===== config.mk =====
export PLATFORM = sky130hd
export DESIGN_NAME = isl_cell
export DESIGN_NICKNAME = d
export VERILOG_FILES = /design/src/isl_pkg.sv /design/src/isl_cell.sv
export SDC_FILE = /design/constraint.sdc
export NUM_CORES = 1
export LEC_CHECK = 0
export BUFFER_PORTS_ARGS = -buffer_cell sky130_fd_sc_hd__buf_2
export CAP_MARGIN = 20
export CORE_AREA = 2 2 275 277
export DETAILED_ROUTE_END_ITERATION = 6
export DIE_AREA = 0 0 277 279
export GPL_TIMING_DRIVEN = 1
export PLACE_DENSITY = 0.44
export SYNTH_ARGS = -nofsm -noshare
export SYNTH_HDL_FRONTEND = slang
export SYNTH_SLANG_ARGS = --single-unit

===== constraint.sdc =====
create_clock -name clock -period 8.9 [get_ports clock]
set_clock_uncertainty 0.2 [all_clocks]
set_input_delay 1.78 -clock clock [delete_from_list [all_inputs] [get_ports clock]]
set_output_delay 1.78 -clock clock [all_outputs]
set_load 0.05 [all_outputs]

===== src/isl_pkg.sv =====
// shared types, constants and codes of the indexed shifting list
package isl_pkg;

   // list geometry
   localparam int CAPACITY = 64;
   localparam int IDX_W    = $clog2(CAPACITY);
   localparam int CNT_W    = IDX_W + 1;
   localparam int STEP_W   = $clog2(IDX_W);

   // field widths
   localparam int ACT_W     = 2;
   localparam int TAG_W     = 4;
   localparam int PAYLOAD_W = 64;
   localparam int STAT_W    = 2;

   // stream data widths, padded to whole bytes
   localparam int REQ_BITS = ACT_W + CNT_W + CNT_W + TAG_W + PAYLOAD_W;
   localparam int REQ_W    = ((REQ_BITS + 7) / 8) * 8;
   localparam int RSP_BITS = TAG_W + PAYLOAD_W + CNT_W + STAT_W;
   localparam int RSP_W    = ((RSP_BITS + 7) / 8) * 8;

   // action codes
   localparam logic [ACT_W-1:0] ACT_INSERT = 2'd0;
   localparam logic [ACT_W-1:0] ACT_GET    = 2'd1;
   localparam logic [ACT_W-1:0] ACT_REMOVE = 2'd2;
   localparam logic [ACT_W-1:0] ACT_CLEAR  = 2'd3;

   // status codes
   localparam logic [STAT_W-1:0] STAT_OK        = 2'd0;
   localparam logic [STAT_W-1:0] STAT_ARG_BAD   = 2'd1;
   localparam logic [STAT_W-1:0] STAT_OUT_RANGE = 2'd2;
   localparam logic [STAT_W-1:0] STAT_FULL      = 2'd3;

   // cell operations
   localparam logic [1:0] CELL_HOLD   = 2'd0;
   localparam logic [1:0] CELL_INSERT = 2'd1;
   localparam logic [1:0] CELL_READ   = 2'd2;
   localparam logic [1:0] CELL_SHIFT  = 2'd3;

   // one stored element
   typedef struct packed {
      logic [TAG_W-1:0]     tag;
      logic [PAYLOAD_W-1:0] payload;
   } slot_type;

   // command broadcast from the controller to every cell
   typedef struct packed {
      logic [1:0]        op;
      logic [CNT_W-1:0]  pos;
      logic [STEP_W-1:0] step;
      slot_type          new_slot;
   } cell_cmd_type;

endpackage


===== src/isl_cell.sv =====
// one slot of the list chain: holds an element and moves it on insert and shift commands
module isl_cell import isl_pkg::*; (
   input  logic                    clock,
   input  cell_cmd_type            cmd,
   input  logic [IDX_W-1:0]        cell_idx,
   input  slot_type                below_slot,
   input  slot_type [IDX_W-1:0]    up_slot,
   output slot_type                slot_q,
   output slot_type                read_q
);

   slot_type         slot_ff, slot_in;
   slot_type         read_ff, read_in;
   logic [CNT_W-1:0] idx_ext;

   assign idx_ext = {1'b0, cell_idx};

   // slot update: open a gap on insert, pull from above on a gap-closing shift
   always_comb begin
      slot_in = slot_ff;
      case (cmd.op)
         CELL_INSERT: begin
            if (idx_ext > cmd.pos) begin
               slot_in = below_slot;
            end else if (idx_ext == cmd.pos) begin
               slot_in = cmd.new_slot;
            end
         end
         CELL_SHIFT: begin
            if (idx_ext >= cmd.pos) begin
               slot_in = up_slot[cmd.step];
            end
         end
         default: slot_in = slot_ff;
      endcase
   end

   // read tap: only the addressed cell drives nonzero data
   always_comb begin
      read_in = read_ff;
      if (cmd.op == CELL_READ) begin
         read_in = (idx_ext == cmd.pos) ? slot_ff : '0;
      end
   end

   always_ff @(posedge clock) begin
      slot_ff <= slot_in;
      read_ff <= read_in;
   end

   assign slot_q = slot_ff;
   assign read_q = read_ff;

endmodule


## Yosys cells after proc, flatten, opt, wreduce, memory -nomap -nowiden

Cells that the tools add are included.

- Register bits: 136
- Bits of input ports: 563
- Word-level logic and storage cells: 21

- Order comparisons: 3
- Equality and inequality tests: 6
- Multiplexer cells: 6
- Reductions and logical operators: 2

Operator list:

| kind | number |
|---|---|
| two-way mux 68 bit | 4 |
| binary-select mux 68 bit (select 3 bit) | 1 |
| case mux 68 bit (2 select lines) | 1 |
| equality test 6 x 7 -> 1 bit | 1 |
| greater-or-equal comparator 6 x 7 -> 1 bit | 1 |
| > comparator 6 x 7 -> 1 bit | 1 |
| equality test 2 bit (second input constant) | 2 |
| less-than comparator 3 x 4 -> 1 bit (second input constant) | 1 |
| != test 3 bit (second input constant) | 1 |
| AND reduction 3 bit | 1 |
| equality test 2 x 1 -> 1 bit (second input constant) | 1 |
| != test 2 bit (second input constant) | 1 |
| nonzero test 2 bit | 1 |

## Longest topological paths before layout

- Depth after elaboration: 4
- Mapped depth: 10
- Gate-level depth less buffers: 6

## Worst setup path before layout

No wires, ideal clock.

- Kind: in2reg
- Start point: in cmd[78] (netlist bit)
- End point: reg read_ff (netlist bit read_q[0]), enable pin
- Library setup time: 504 ps
- Arrival time: 4818 ps
- Required time: 8196 ps
- Path slack: 3378 ps
- Cell stages on the path: 1
- Path buffers: 0
- Cell sequence: nor2b_1

- Cells in the longest elaborated chain, start to end: 1

Ends and longest elaborated chain:

| element | line | source |
|---|---|---|
| start, declared | isl_cell.sv:4 | `input cell_cmd_type cmd,` |
| equality test 2 bit | isl_cell.sv:41 | `if (cmd.op == CELL_READ) begin` |
| end signal, assigned | isl_cell.sv:48 | `read_ff <= read_in;` |
| end, declared | isl_cell.sv:13 | `slot_type read_ff, read_in;` |

No other way between the ends.
A chain may end at the register's enable or synchronous reset.

## Final worst setup path

- Start point: in cell_idx[0]
- End point: reg slot_ff (netlist bit slot_q[23]), enable pin

- Cells in the longest elaborated chain, start to end: 3
- Elaborated cells on any way between the ends: 6
- Those cells by class: 2 x order compare; 3 x eq/ne; 1 x reduce/logical

Ends and longest elaborated chain:

| element | line | source |
|---|---|---|
| start, declared | isl_cell.sv:5 | `input logic [IDX_W-1:0] cell_idx,` |
| > comparator 6 x 7 -> 1 bit (tied with other cells) | isl_cell.sv:23 | `if (idx_ext > cmd.pos) begin` |
| != test 3 bit (no source line) / != test 2 bit (equally long branches) | - |  |
| AND reduction 3 bit (no source line) * | - |  |
| end signal, assigned | isl_cell.sv:47 | `slot_ff <= slot_in;` |
| end, declared | isl_cell.sv:12 | `slot_type slot_ff, slot_in;` |

Mark *: on every way between the ends. The rest lies on a longest branch, timed or not.

==> impl_metrics.toml <==
[run_status]
outcome = "completed"

[logic_synthesis]
synth_common_cells = "204 x mux2i_1, 136 x edfxtp_1, 81 x clkbuf_1"
synth_top_cell_by_area = "edfxtp_1"
synth-xor-area-share_pct = 0
synth_top_family_by_area = "compound AO/OA/AOI/OAI gates"
ys_ff_latch = 136
synth.area.top_cells = "edfxtp_1 40%, mux2i_1 20%, o32ai_1 5.9%, a2111oi_0 5.1%, and3_1 4.3%"
ys_dominant_reg_cell = "edfxtp_1"
synth_fa_ha_area_share_pct = 0.7393
async_reset_ff_share_pct = 0
synth.distinct_cells = 30
synth_area_sq_um = 10150
syn_area_per_cell_sq_um = 10.34
netlist.area_leader.share_pct = 40.22
synthMuxAreaShare_pct = 20.11
syn-num-nets = 1551
synth-simple-area-share_pct = 12.43
synth_compound_area_share_pct = 20.32
synth-edff-count = 136
yosysSeqAreaShare_pct = 40.22
synth_warnings = 0
syn_inst = 982
synth.most_common_cell = "mux2i_1"

[drt]
wire_per_inst_microns = 23.06
drcViolationCount = 0
drt-pass1-iter-count = 5
drt_iter0_markers = 541
drt-vias-per-instance = 4.481
routed_wirelength_microns = 59140
postRouteAntennaNets = 0
via_count = 11490

[timing]
rsz0062_at_grt = "false"
worst-slew-pin-transition_ps = 1090
hold_violations = 0
finalSetupTns_ps = 0
relSlewSlack_pct = 27.04
timing.final.ws_setup_ps = 4136
finalMaxSlewViolations = 0
setup_viol = 0
max_freq_mhz = 209.9
final.period_utilization_pct = 53.53
fin_crit_ps = 4764

[global_routing]
grt_pass1_wl_microns = 82810
overflow = 0
grt_max_degree = 161
grtUsageTotal_pct = 14.73
antenna_found_initial = 17
grt_pass1_vias = 11880

[worst_setup_path]
crit_path_end_kind = "flop"
r2r_setup_slack_ps = 7780
cp.required_ps = 8840
r2r_end = "read_q[47]$_SDFFCE_PN0N_"
worstReg2RegStart = "slot_q[47]$_DFFE_PP_"
crit_path_start_kind = "input pin"
critPathArrivalTime_ps = 4710
worstSetupPathType = "in2reg"
path_cells = "buf_2 > inv_1 > ha_1 > and3_4 > and2_4 > o31a_2 > buf_4 > buf_12"
max_stage_delay_ps = 750
critPathSlowestCell = "and3_4"
r2r_cells = 1
crit_fanout = 70

[clocking]
ctsLongestPathBuffers = 2
ctsHoldBuffers = 0
cts_buffers = 17
cts-htree-levels = 4
postCtsResizedCells = 0
cts_tree = "built"
cts_sinks = 136
clkLatencyLatePin_ps = 470
post_cts_buffers = 0
root_buffer = "clkbuf_16"
clkTransAtPathRegs_ps = 60

[power_and_ir_drop]
p_int_mw = 1.434
ir_drop_v = 0.0001121
switching_share_pct = 33.26
cellLeakagePower_nw = 6.807
p_comb_share_pct = 27.7
pwr-share-clk_pct = 36.6
power_density_nw_per_um2 = 141.9
power_frac_seq_pct = 35.7
p_switching_mw = 0.7149

[floorplanning]
initial_core_util_pct = 13.71
ios = 699
dieArea_sq_um = 77280
die_height_microns = 279
fp-row-count = 100
die_w_microns = 277
core_area_sq_um = 74070

[worst_hold_path]
worst_hold_path.endpoint = "read_q[8]$_SDFFCE_PN0N_"
hold_path_startpoint = "slot_q[8]$_DFFE_PP_"
hold_depth = 1
hold_class = "reg2reg"

[placed_design]
dp_hpwl_microns = 44590
portBuffers = 698
gp_congestion = 0.9531
dp.cells = 2528
dp_slack_ps = 3502

[layout]
seqCellArea_sq_um = 4084
fillers = 8238
final_nets = 2149
drive_above_1_share_pct = 48.12
area_growth_pct = 49.14
final_cell_count_no_fill = 2564
multi_input_area_sq_um = 5519

[run]
maxCapViolations = 0
-- layer usage --
layer  track usage [%]  part of all wire (%)  vias up
li1                  -                     -     5307
met1             17.27                    40     5509
met2             26.67                    51      602
met3             3.447                   6.5       64
met4             4.139                   1.8        8
met5                 0                 0.095        -
-- flip-flops by register name, summed over array words and instances (netlist names) --
signal	cells
read_q	68
slot_q	68
-- cell type report --
class	count	share of cell area [%]
Timing Repair Buffer	715	24.36
Antenna cell	3	0.04957
Tap cell	969	8.006
Multi-Input combinational cell	704	36.44
Sequential cell	136	26.97
Clock buffer	19	2.859
Inverter	6	0.1487
Clock inverter	12	1.165
-- power by group through the flow --
stage          Sequential, mW  Combinational [mW]  Clock [mW]
2_1_floorplan           0.877               0.230           0
3_3_place_gp            0.782               0.589           0
3_5_place_dp            0.782               0.596           0
4_1_cts                 0.768               0.598       0.823
5_1_grt                 0.769               0.638       0.839
6_report                0.766               0.596       0.787
-- worst max path at each step --
stage                 from                       to  slack (ps)  depth (start not counted)
2_1_floorplan      cmd[78]  read_q[0]$_SDFFCE_PN0N_        3380                          1
3_3_place_gp   cell_idx[4]     slot_q[29]$_DFFE_PP_        3590                          6
3_5_place_dp   cell_idx[0]     slot_q[30]$_DFFE_PP_        3500                          7
4_1_cts        cell_idx[0]     slot_q[41]$_DFFE_PP_        4030                          7
5_1_grt        cell_idx[0]     slot_q[23]$_DFFE_PP_        4000                          8
6_report       cell_idx[0]     slot_q[23]$_DFFE_PP_        4140                          8
-- stage by stage --
stage / utilization, % / total power [mW] / hold WS (ps) / area (sq um)
global route: 20.45 / 2.246 / 394.3 / 15140
detailed placement: 19.55 / 1.378 / 354.0 / 14480
CTS: 20.37 / 2.188 / 370.0 / 15090
finish: 20.45 / 2.149 / 370.4 / 15140
floorplan: - / 1.107 / 740.1 / 10150
global placement: 19.55 / 1.371 / 353.7 / 14480
-- critical path, delay by kind of cell --
family	cells	cell delay [ps]
buffers and inverters	4	930
AOI/OAI and AO/OA	1	220
adders and majority gates	1	300
and+or+nand+nor	2	1320
-- kinds of logic after synthesis --
family | Yosys count
flip-flops | 136
multiplexers | 204
buffers and inverters | 142
AO/OA/AOI/OAI | 279
adder cells (fa/ha/maj) | 6
AND/OR/NAND/NOR | 215
-- placed cells by master, fill, tap and decap left out, types with 2 or more instances in the layout --
cell type / n
nor4_1: 68
bufinv_16: 4
o22ai_1: 68
o21ai_0: 68
and2_4: 2
edfxtp_1: 136
clkinv_4: 3
and3_1: 68
diode_2: 3
a2111oi_2: 9
inv_1: 6
clkinv_2: 2
buf_12: 3
a2111oi_0: 59
nor3_1: 68
buf_2: 696
buf_4: 14
clkbuf_1: 2
ha_1: 6
clkbuf_16: 17
mux2i_1: 204
o32ai_1: 68
Note: power is estimated with default switching activity, not from simulation.
