File: config.mk
export PLATFORM = sky130hd
export DESIGN_NAME = isl_ctrl
export DESIGN_NICKNAME = d
export VERILOG_FILES = /design/src/isl_pkg.sv /design/src/isl_ctrl.sv
export SDC_FILE = /design/constraint.sdc
export NUM_CORES = 1
export LEC_CHECK = 0
export BUFFER_PORTS_ARGS = -buffer_cell sky130_fd_sc_hd__buf_2
export CORE_MARGIN = 2
export CORE_UTILIZATION = 30
export DETAILED_ROUTE_END_ITERATION = 8
export HOLD_SLACK_MARGIN = 0.03
export PLACE_DENSITY = 0.69
export SLEW_MARGIN = 30
export SYNTH_ARGS = -nofsm -noshare
export SYNTH_HDL_FRONTEND = slang
export SYNTH_SLANG_ARGS = --single-unit
File: constraint.sdc
create_clock -name clock -period 8.07 [get_ports clock]
set_input_delay 1.2105 -clock clock [delete_from_list [all_inputs] [get_ports clock]]
set_output_delay 1.2105 -clock clock [all_outputs]
set_load 0.005 [all_outputs]
File: src/isl_pkg.sv
// shared types, constants and codes of the indexed shifting list
package isl_pkg;

   // list geometry
   localparam int CAPACITY = 64;
   localparam int IDX_W    = $clog2(CAPACITY);
   localparam int CNT_W    = IDX_W + 1;
   localparam int STEP_W   = $clog2(IDX_W);

   // field widths
   localparam int ACT_W     = 2;
   localparam int TAG_W     = 4;
   localparam int PAYLOAD_W = 64;
   localparam int STAT_W    = 2;

   // stream data widths, padded to whole bytes
   localparam int REQ_BITS = ACT_W + CNT_W + CNT_W + TAG_W + PAYLOAD_W;
   localparam int REQ_W    = ((REQ_BITS + 7) / 8) * 8;
   localparam int RSP_BITS = TAG_W + PAYLOAD_W + CNT_W + STAT_W;
   localparam int RSP_W    = ((RSP_BITS + 7) / 8) * 8;

   // action codes
   localparam logic [ACT_W-1:0] ACT_INSERT = 2'd0;
   localparam logic [ACT_W-1:0] ACT_GET    = 2'd1;
   localparam logic [ACT_W-1:0] ACT_REMOVE = 2'd2;
   localparam logic [ACT_W-1:0] ACT_CLEAR  = 2'd3;

   // status codes
   localparam logic [STAT_W-1:0] STAT_OK        = 2'd0;
   localparam logic [STAT_W-1:0] STAT_ARG_BAD   = 2'd1;
   localparam logic [STAT_W-1:0] STAT_OUT_RANGE = 2'd2;
   localparam logic [STAT_W-1:0] STAT_FULL      = 2'd3;

   // cell operations
   localparam logic [1:0] CELL_HOLD   = 2'd0;
   localparam logic [1:0] CELL_INSERT = 2'd1;
   localparam logic [1:0] CELL_READ   = 2'd2;
   localparam logic [1:0] CELL_SHIFT  = 2'd3;

   // one stored element
   typedef struct packed {
      logic [TAG_W-1:0]     tag;
      logic [PAYLOAD_W-1:0] payload;
   } slot_type;

   // command broadcast from the controller to every cell
   typedef struct packed {
      logic [1:0]        op;
      logic [CNT_W-1:0]  pos;
      logic [STEP_W-1:0] step;
      slot_type          new_slot;
   } cell_cmd_type;

endpackage

File: src/isl_ctrl.sv
// action sequencer, size counter and result register of the list
module isl_ctrl import isl_pkg::*; (
   input  logic               clock,
   input  logic               reset,
   input  logic               req_tvalid,
   output logic               req_tready,
   input  logic [REQ_W-1:0]   req_tdata,
   output logic               rsp_tvalid,
   input  logic               rsp_tready,
   output logic [RSP_W-1:0]   rsp_tdata,
   output cell_cmd_type       cell_cmd,
   input  slot_type           read_slot
);

   localparam logic [1:0] S_IDLE  = 2'd0;
   localparam logic [1:0] S_EXEC  = 2'd1;
   localparam logic [1:0] S_SHIFT = 2'd2;
   localparam logic [1:0] S_DONE  = 2'd3;

   localparam logic [STEP_W-1:0] LAST_STEP = STEP_W'(IDX_W - 1);
   localparam logic [CNT_W-1:0]  FULL_CNT  = CNT_W'(CAPACITY);

   logic [1:0]             state_ff, state_in;
   logic [STEP_W-1:0]      step_ff, step_in;
   logic [CNT_W-1:0]       count_ff, count_in;
   logic                   rsp_valid_ff, rsp_valid_in;
   logic [RSP_W-1:0]       rsp_data_ff, rsp_data_in;
   logic [STAT_W-1:0]      status_ff, status_in;
   logic                   get_ok_ff, get_ok_in;

   // latched item fields
   logic [ACT_W-1:0]       act_ff;
   logic [CNT_W-1:0]       pos_ff;
   logic [CNT_W-1:0]       run_ff;
   slot_type               new_ff;

   logic                   accept;
   logic                   rsp_free;
   logic [CNT_W:0]         run_end;
   slot_type               out_slot;

   assign rsp_free   = !rsp_valid_ff || rsp_tready;
   assign req_tready = (state_ff == S_IDLE) || ((state_ff == S_DONE) && rsp_free);
   assign accept     = req_tvalid && req_tready;
   assign run_end    = {1'b0, pos_ff} + {1'b0, run_ff};

   // sequencer
   always_comb begin
      state_in           = state_ff;
      step_in            = step_ff;
      count_in           = count_ff;
      status_in          = status_ff;
      get_ok_in          = get_ok_ff;
      cell_cmd.op        = CELL_HOLD;
      cell_cmd.pos       = pos_ff;
      cell_cmd.step      = step_ff;
      cell_cmd.new_slot  = new_ff;
      unique case (state_ff)
         S_IDLE: begin
            if (accept) begin
               state_in = S_EXEC;
            end
         end
         S_EXEC: begin
            status_in = STAT_OK;
            get_ok_in = 1'b0;
            step_in   = '0;
            state_in  = S_DONE;
            unique case (act_ff)
               ACT_INSERT: begin
                  if (pos_ff > count_ff) begin
                     status_in = STAT_ARG_BAD;
                  end else if (new_ff.tag == '0) begin
                     status_in = STAT_OK;
                  end else if (count_ff >= FULL_CNT) begin
                     status_in = STAT_FULL;
                  end else begin
                     cell_cmd.op = CELL_INSERT;
                     count_in    = count_ff + 1'b1;
                  end
               end
               ACT_GET: begin
                  if (pos_ff >= count_ff) begin
                     status_in = STAT_OUT_RANGE;
                  end else begin
                     cell_cmd.op = CELL_READ;
                     get_ok_in   = 1'b1;
                  end
               end
               ACT_REMOVE: begin
                  if (run_end > {1'b0, count_ff}) begin
                     status_in = STAT_ARG_BAD;
                  end else begin
                     count_in = count_ff - run_ff;
                     if (run_ff[IDX_W-1:0] != '0) begin
                        state_in = S_SHIFT;
                     end
                  end
               end
               ACT_CLEAR: begin
                  count_in = '0;
               end
               default: state_in = S_DONE;
            endcase
         end
         S_SHIFT: begin
            // close the gap by one power-of-two distance per step
            if (run_ff[step_ff]) begin
               cell_cmd.op = CELL_SHIFT;
            end
            if (step_ff == LAST_STEP) begin
               state_in = S_DONE;
            end else begin
               step_in = step_ff + 1'b1;
            end
         end
         S_DONE: begin
            if (rsp_free) begin
               state_in = accept ? S_EXEC : S_IDLE;
            end
         end
         default: state_in = S_IDLE;
      endcase
   end

   // result register
   always_comb begin
      rsp_valid_in = rsp_valid_ff;
      rsp_data_in  = rsp_data_ff;
      out_slot     = get_ok_ff ? read_slot : '0;
      if (rsp_valid_ff && rsp_tready) begin
         rsp_valid_in = 1'b0;
      end
      if ((state_ff == S_DONE) && rsp_free) begin
         rsp_valid_in = 1'b1;
         rsp_data_in  = RSP_W'({status_ff, count_ff, out_slot.payload, out_slot.tag});
      end
   end

   // control registers
   always_ff @(posedge clock) begin
      if (reset) begin
         state_ff     <= S_IDLE;
         step_ff      <= '0;
         count_ff     <= '0;
         rsp_valid_ff <= 1'b0;
      end else begin
         state_ff     <= state_in;
         step_ff      <= step_in;
         count_ff     <= count_in;
         rsp_valid_ff <= rsp_valid_in;
      end
   end

   // item and result payload registers
   always_ff @(posedge clock) begin
      rsp_data_ff <= rsp_data_in;
      status_ff   <= status_in;
      get_ok_ff   <= get_ok_in;
      if (accept) begin
         act_ff          <= req_tdata[ACT_W-1:0];
         pos_ff          <= req_tdata[ACT_W +: CNT_W];
         run_ff          <= req_tdata[ACT_W+CNT_W +: CNT_W];
         new_ff.tag      <= req_tdata[ACT_W+2*CNT_W +: TAG_W];
         new_ff.payload  <= req_tdata[ACT_W+2*CNT_W+TAG_W +: PAYLOAD_W];
      end
   end

   assign rsp_tvalid = rsp_valid_ff;
   assign rsp_tdata  = rsp_data_ff;

endmodule

-- Word level (Yosys, flattened, before mapping)
Cells that the tools add are included.
- flip-flop bits (word level): 177
- bits in latches: 0
- memories: 0
- word-level logic and storage cells: 86
- output and inout port bits: 162
- bits in read-only memories: 0
- memory bits (writable): 0
- mux-type cells: 33
- multiply operators: 0
- magnitude comparators: 5
- divide/modulo/power cells: 0
- shift-type cells: 0
- bitwise gates (word level): 0
- equality and inequality tests: 15
- add/subtract/negate cells: 4
- reduce and logical (&&, ||, !) cells: 16
- operators with widths (operator ; number):
    two-way mux 7 bit ; 4
    one-hot mux 7 bit (3 select lines) ; 1
    two-way mux 2 bit ; 9
    inequality test 2 bit, second input constant ; 8
    two-way mux 1 bit ; 12
    adder 7 x 7 -> 8 bit ; 1
    == test 2 bit, second input constant ; 4
    > comparator 8 x 7 -> 1 bit ; 1
    one-hot mux 2 bit (2 select lines) ; 2
    one-hot mux 2 bit (4 select lines) ; 1
    adder 7 x 1 -> 7 bit, second input constant ; 1
    greater-or-equal comparator 7 bit ; 1
    greater-or-equal comparator 7 bit, second input constant ; 1
    > comparator 7 bit ; 1
    subtractor 7 bit ; 1
    one-hot mux 2 bit (3 select lines) ; 1
    one-hot mux 3 bit (2 select lines) ; 1
    AND reduction 6 bit ; 1
    nonzero test 6 bit ; 1
    == test 2 x 1 -> 1 bit, second input constant ; 2
    logical NOT 2 bit ; 2
    logical NOT 4 bit ; 1
    < comparator 3 x 4 -> 1 bit, second input constant ; 1
    nonzero test 2 bit ; 2
    10 further kinds ; 13

-- Depth between registers and ports, before layout
- word-level depth: 8
- mapped depth: 15

-- Worst setup path before layout
No wires, ideal clock.
- path kind: input-to-reg
- from: input rsp_tready
- to: register state_ff[0]
- arrival: 7897 ps
- setup slack: 78 ps
- data required time: 7975 ps
- stages on the path: 6
- path buffers: 0
- setup time: 95 ps
- path through: nor2b_2 > nor2b_1 > or2_2 > and2_1 > a2111oi_0 > a221oi_1
- longest elaborated chain between the ends: 7
- elaborated cells on any way between the ends: 10
- classes of those cells: eq/ne: 2; mux: 3; reduce/logical: 5
- RTL lines (element ; line ; RTL):
    from (decl) ; isl_ctrl.sv:9 ; input logic rsp_tready,
    logical OR 1 bit (*) ; isl_ctrl.sv:42 ; assign rsp_free = !rsp_valid_ff || rsp_tready;
    logical AND 1 bit (*) ; isl_ctrl.sv:43 ; assign req_tready = (state_ff == S_IDLE) || ((state_ff == S_DONE) && rsp_free);
    logical OR 1 bit (*) ; isl_ctrl.sv:43 ;
    net req_tready ; isl_ctrl.sv:6 ; output logic req_tready,
    logical AND 1 bit (*) ; isl_ctrl.sv:44 ; assign accept = req_tvalid && req_tready;
    net accept ; isl_ctrl.sv:37 ; logic accept;
    two-way mux 1 bit ; isl_ctrl.sv:119 ; state_in = accept ? S_EXEC : S_IDLE;
    two-way mux 2 bit ; isl_ctrl.sv:118 ; if (rsp_free) begin
    one-hot mux 2 bit (4 select lines) ; isl_ctrl.sv:58 ; unique case (state_ff)
    to (signal assigned) ; isl_ctrl.sv:148 ; state_ff <= state_in;
    to (decl) ; isl_ctrl.sv:23 ; logic [1:0] state_ff, state_in;
Mark *: on every way through the listed nets, which the timed path passes. The rest lies on a longest branch. The select of a mux whose other input is x is not followed.
A chain may end at the register's enable or synchronous reset.

==> reports/metrics.cfg <==
[power_and_ir_drop]
intPower_mw=2.04
finalPower_mw=2.95
ir_drop_uv=130
p_switching_mw=0.916
p_sw_share_pct=31.0
p_leak_nw=4.11
pwr-share-clk_pct=29.4
p_seq_share_pct=44.5
pwr-share-comb_pct=26.2
power.density_mw_per_mm2=302

[drt]
viasPerCell=4.35
wl_per_cell_um=17.0
first_pass_iters=4
drtAntennaViolNets=0
vias=4879
drt_iter0_markers=297
totalWireLength_um=19100
drc=0

[floorplanning]
coreArea_sq_mm=0.0235
initial_core_util_pct=30.7
io_pins=322
dieArea_sq_mm=0.0254
num_rows=56
die_w_um=159
die_height_um=159

[sta]
min_period_ps=3820
tightest_slew_ps=705
final-setup-viol-count=0
hold_viol_final=0
rsz0062_at_grt=no
drv_slew=0
fin_skew_ps=14.6
slew_headroom_pct=53.0
whs_ps=495
fin_setup_tns_ps=0
fmax_ghz=0.262
period_share_pct=47.3

[synth]
synth_area_sq_mm=0.00723
synth_top_area_share_pct=68.1
synth_top_cells_by_area=edfxtp_1 (68%), and2_1 (6.0%), ha_1 (5.9%)
synthDistinctLibCells=59
synth_cells=466
syn_avg_cell_area_sq_um=15.5
ys.flop_type=edfxtp_1
seq_area_frac_synth_pct=71.7
synth_warnings=0
async_flop_share_pct=0
yosysMostFrequentCell=edfxtp_1
yosysTopAreaCell=edfxtp_1
synth_edf_count=164
ys_ff_latch=177
synthTopCellsByCount=edfxtp_1 (164), and2_1 (69), ha_1 (34), nor2_1 (20), inv_1 (19)

[final_layout]
nNetsFinal=986
regArea_sq_mm=0.00518
fill_cells=2213
fin_cells=1122
areaGrowthSynthToFinish_pct=35.4
multi_input_area_sq_mm=0.00192
drive_above_1_share_pct=45.3
fin_area_sq_mm=0.00979
diodes=0

[global_routing]
gr-total-overflow=0
grt_max_degree=79
track_usage_pct=15.1
grt_pass1_wl_um=29100
antenna_found_initial=0
grt_pass1_vias=5187

[clocking]
cts_setup_buffers=0
clock-sinks=177
hold_buffers=0
clk_pin_slew_worst_paths_ps=70
htree_levels=4
clkLatencyLatePin_ps=420
clockRootBuffer=clkbuf_16
cts.repair.resized=0
cts_tree=done
numCtsBuffers=17
clock_path_buffers=2

[setup_path]
arrival_ps=2610
setup.worst_path.end_class=output port
cp.required_ps=6860
path_class=register to output port
critPathLaunchType=register
cp_max_fo=3

[placed_design]
dp_cells=1090
place_area_sq_mm=0.00917
portBuffers=314
hpwl_um=14500
gp_congestion=0.801

[min_path]
holdCritPathClass=register to register

[outcome]
status=finished, final reports clean

[flow_run]
maxCapViolations=0

## flip-flops by register name, indices dropped and copies added (netlist names)
| signal | flops |
|---|---|
| get_ok_ff | 1 |
| cell_cmd | 68 |
| act_ff | 2 |
| pos_ff | 7 |
| run_ff | 7 |
| status_ff | 2 |
| step_ff | 3 |
| count_ff | 7 |
| rsp_tvalid | 1 |
| rsp_tdata | 77 |
| state_ff | 2 |
## through the flow
stage	setup WS [ps]	util, %
final	4250	41.6
after global routing	4070	41.6
after detailed placement	4500	39.0
after CTS	4240	41.5
after floorplan	78.0	-
after global placement	4560	39.0
## layout make-up
| cell class | instances | share of cell area, % |
|---|---|---|
| Sequential cell | 177 | 53.0 |
| Timing Repair Buffer | 317 | 16.4 |
| Clock buffer | 17 | 4.35 |
| Inverter | 20 | 0.767 |
| Tap cell | 319 | 4.08 |
| Multi-Input combinational cell | 257 | 19.6 |
| Clock inverter | 15 | 1.90 |
## critical path, cell delays in order, from the launching register on
cell and delay [ps]:
dfxtp_1 380, inv_1 110, ha_1 320, a211o_1 270, a21oi_1 240, o21a_1 200, and3_1 200, a21oi_1 80
nor2b_1 240, buf_2 160
## cell families after synthesis
family	synth area share, %
flops	71.7
simple gates	12.3
compound gates	5.23
mux	1.56
xor+xnor	0.727
fa+ha+maj	6.44
other cells	0.0519
buf+inv	2.02
## placed cells by master (no fill, tap or decap), types with 3 or more instances in the layout
cell type and n:
nand2b_1 10, o21ai_0 6, buf_2 314, mux2i_1 9
nand2_1 8, nand3_1 4, a21oi_1 16, inv_6 6
a21o_1 4, and2_1 68, nand3b_1 3, conb_1 3
xnor2_1 4, edfxtp_1 164, clkbuf_16 17, nor3_1 7
o21a_1 4, inv_8 4, inv_1 19, dfxtp_1 13
or2_2 4, nor2_1 20, ha_1 34, nor2b_1 5
## power groups by stage
stage          logic, mW  registers [mW]  clock network, mW
2_1_floorplan      0.463            1.35                  0
3_3_place_gp       0.765            1.33                  0
3_5_place_dp       0.779            1.34                  0
4_1_cts            0.785            1.32              0.901
5_1_grt            0.869            1.33              0.932
6_report           0.773            1.31              0.868
## path summary, 6_finish.rpt
check,startpoint,to,slack (ps),cells after the start
worst min-delay path,status_ff[1],rsp_tdata[76],490,0
worst max register to register,run_ff[0],count_ff[3],4430,14
worst min register to register,status_ff[1],rsp_tdata[76],490,0
worst max-delay path,count_ff[4],cell_cmd[79],4250,9
## layer usage
metal | routed length, um | GRT usage, % | vias up
met4 | 352 | 5.12 | 0
met3 | 1870 | 5.68 | 18
met5 | 0 | 0 | -
li1 | - | - | 2360
met1 | 7310 | 16.5 | 2232
met2 | 9550 | 26.8 | 269
Note: power is estimated with default switching activity, not from simulation.
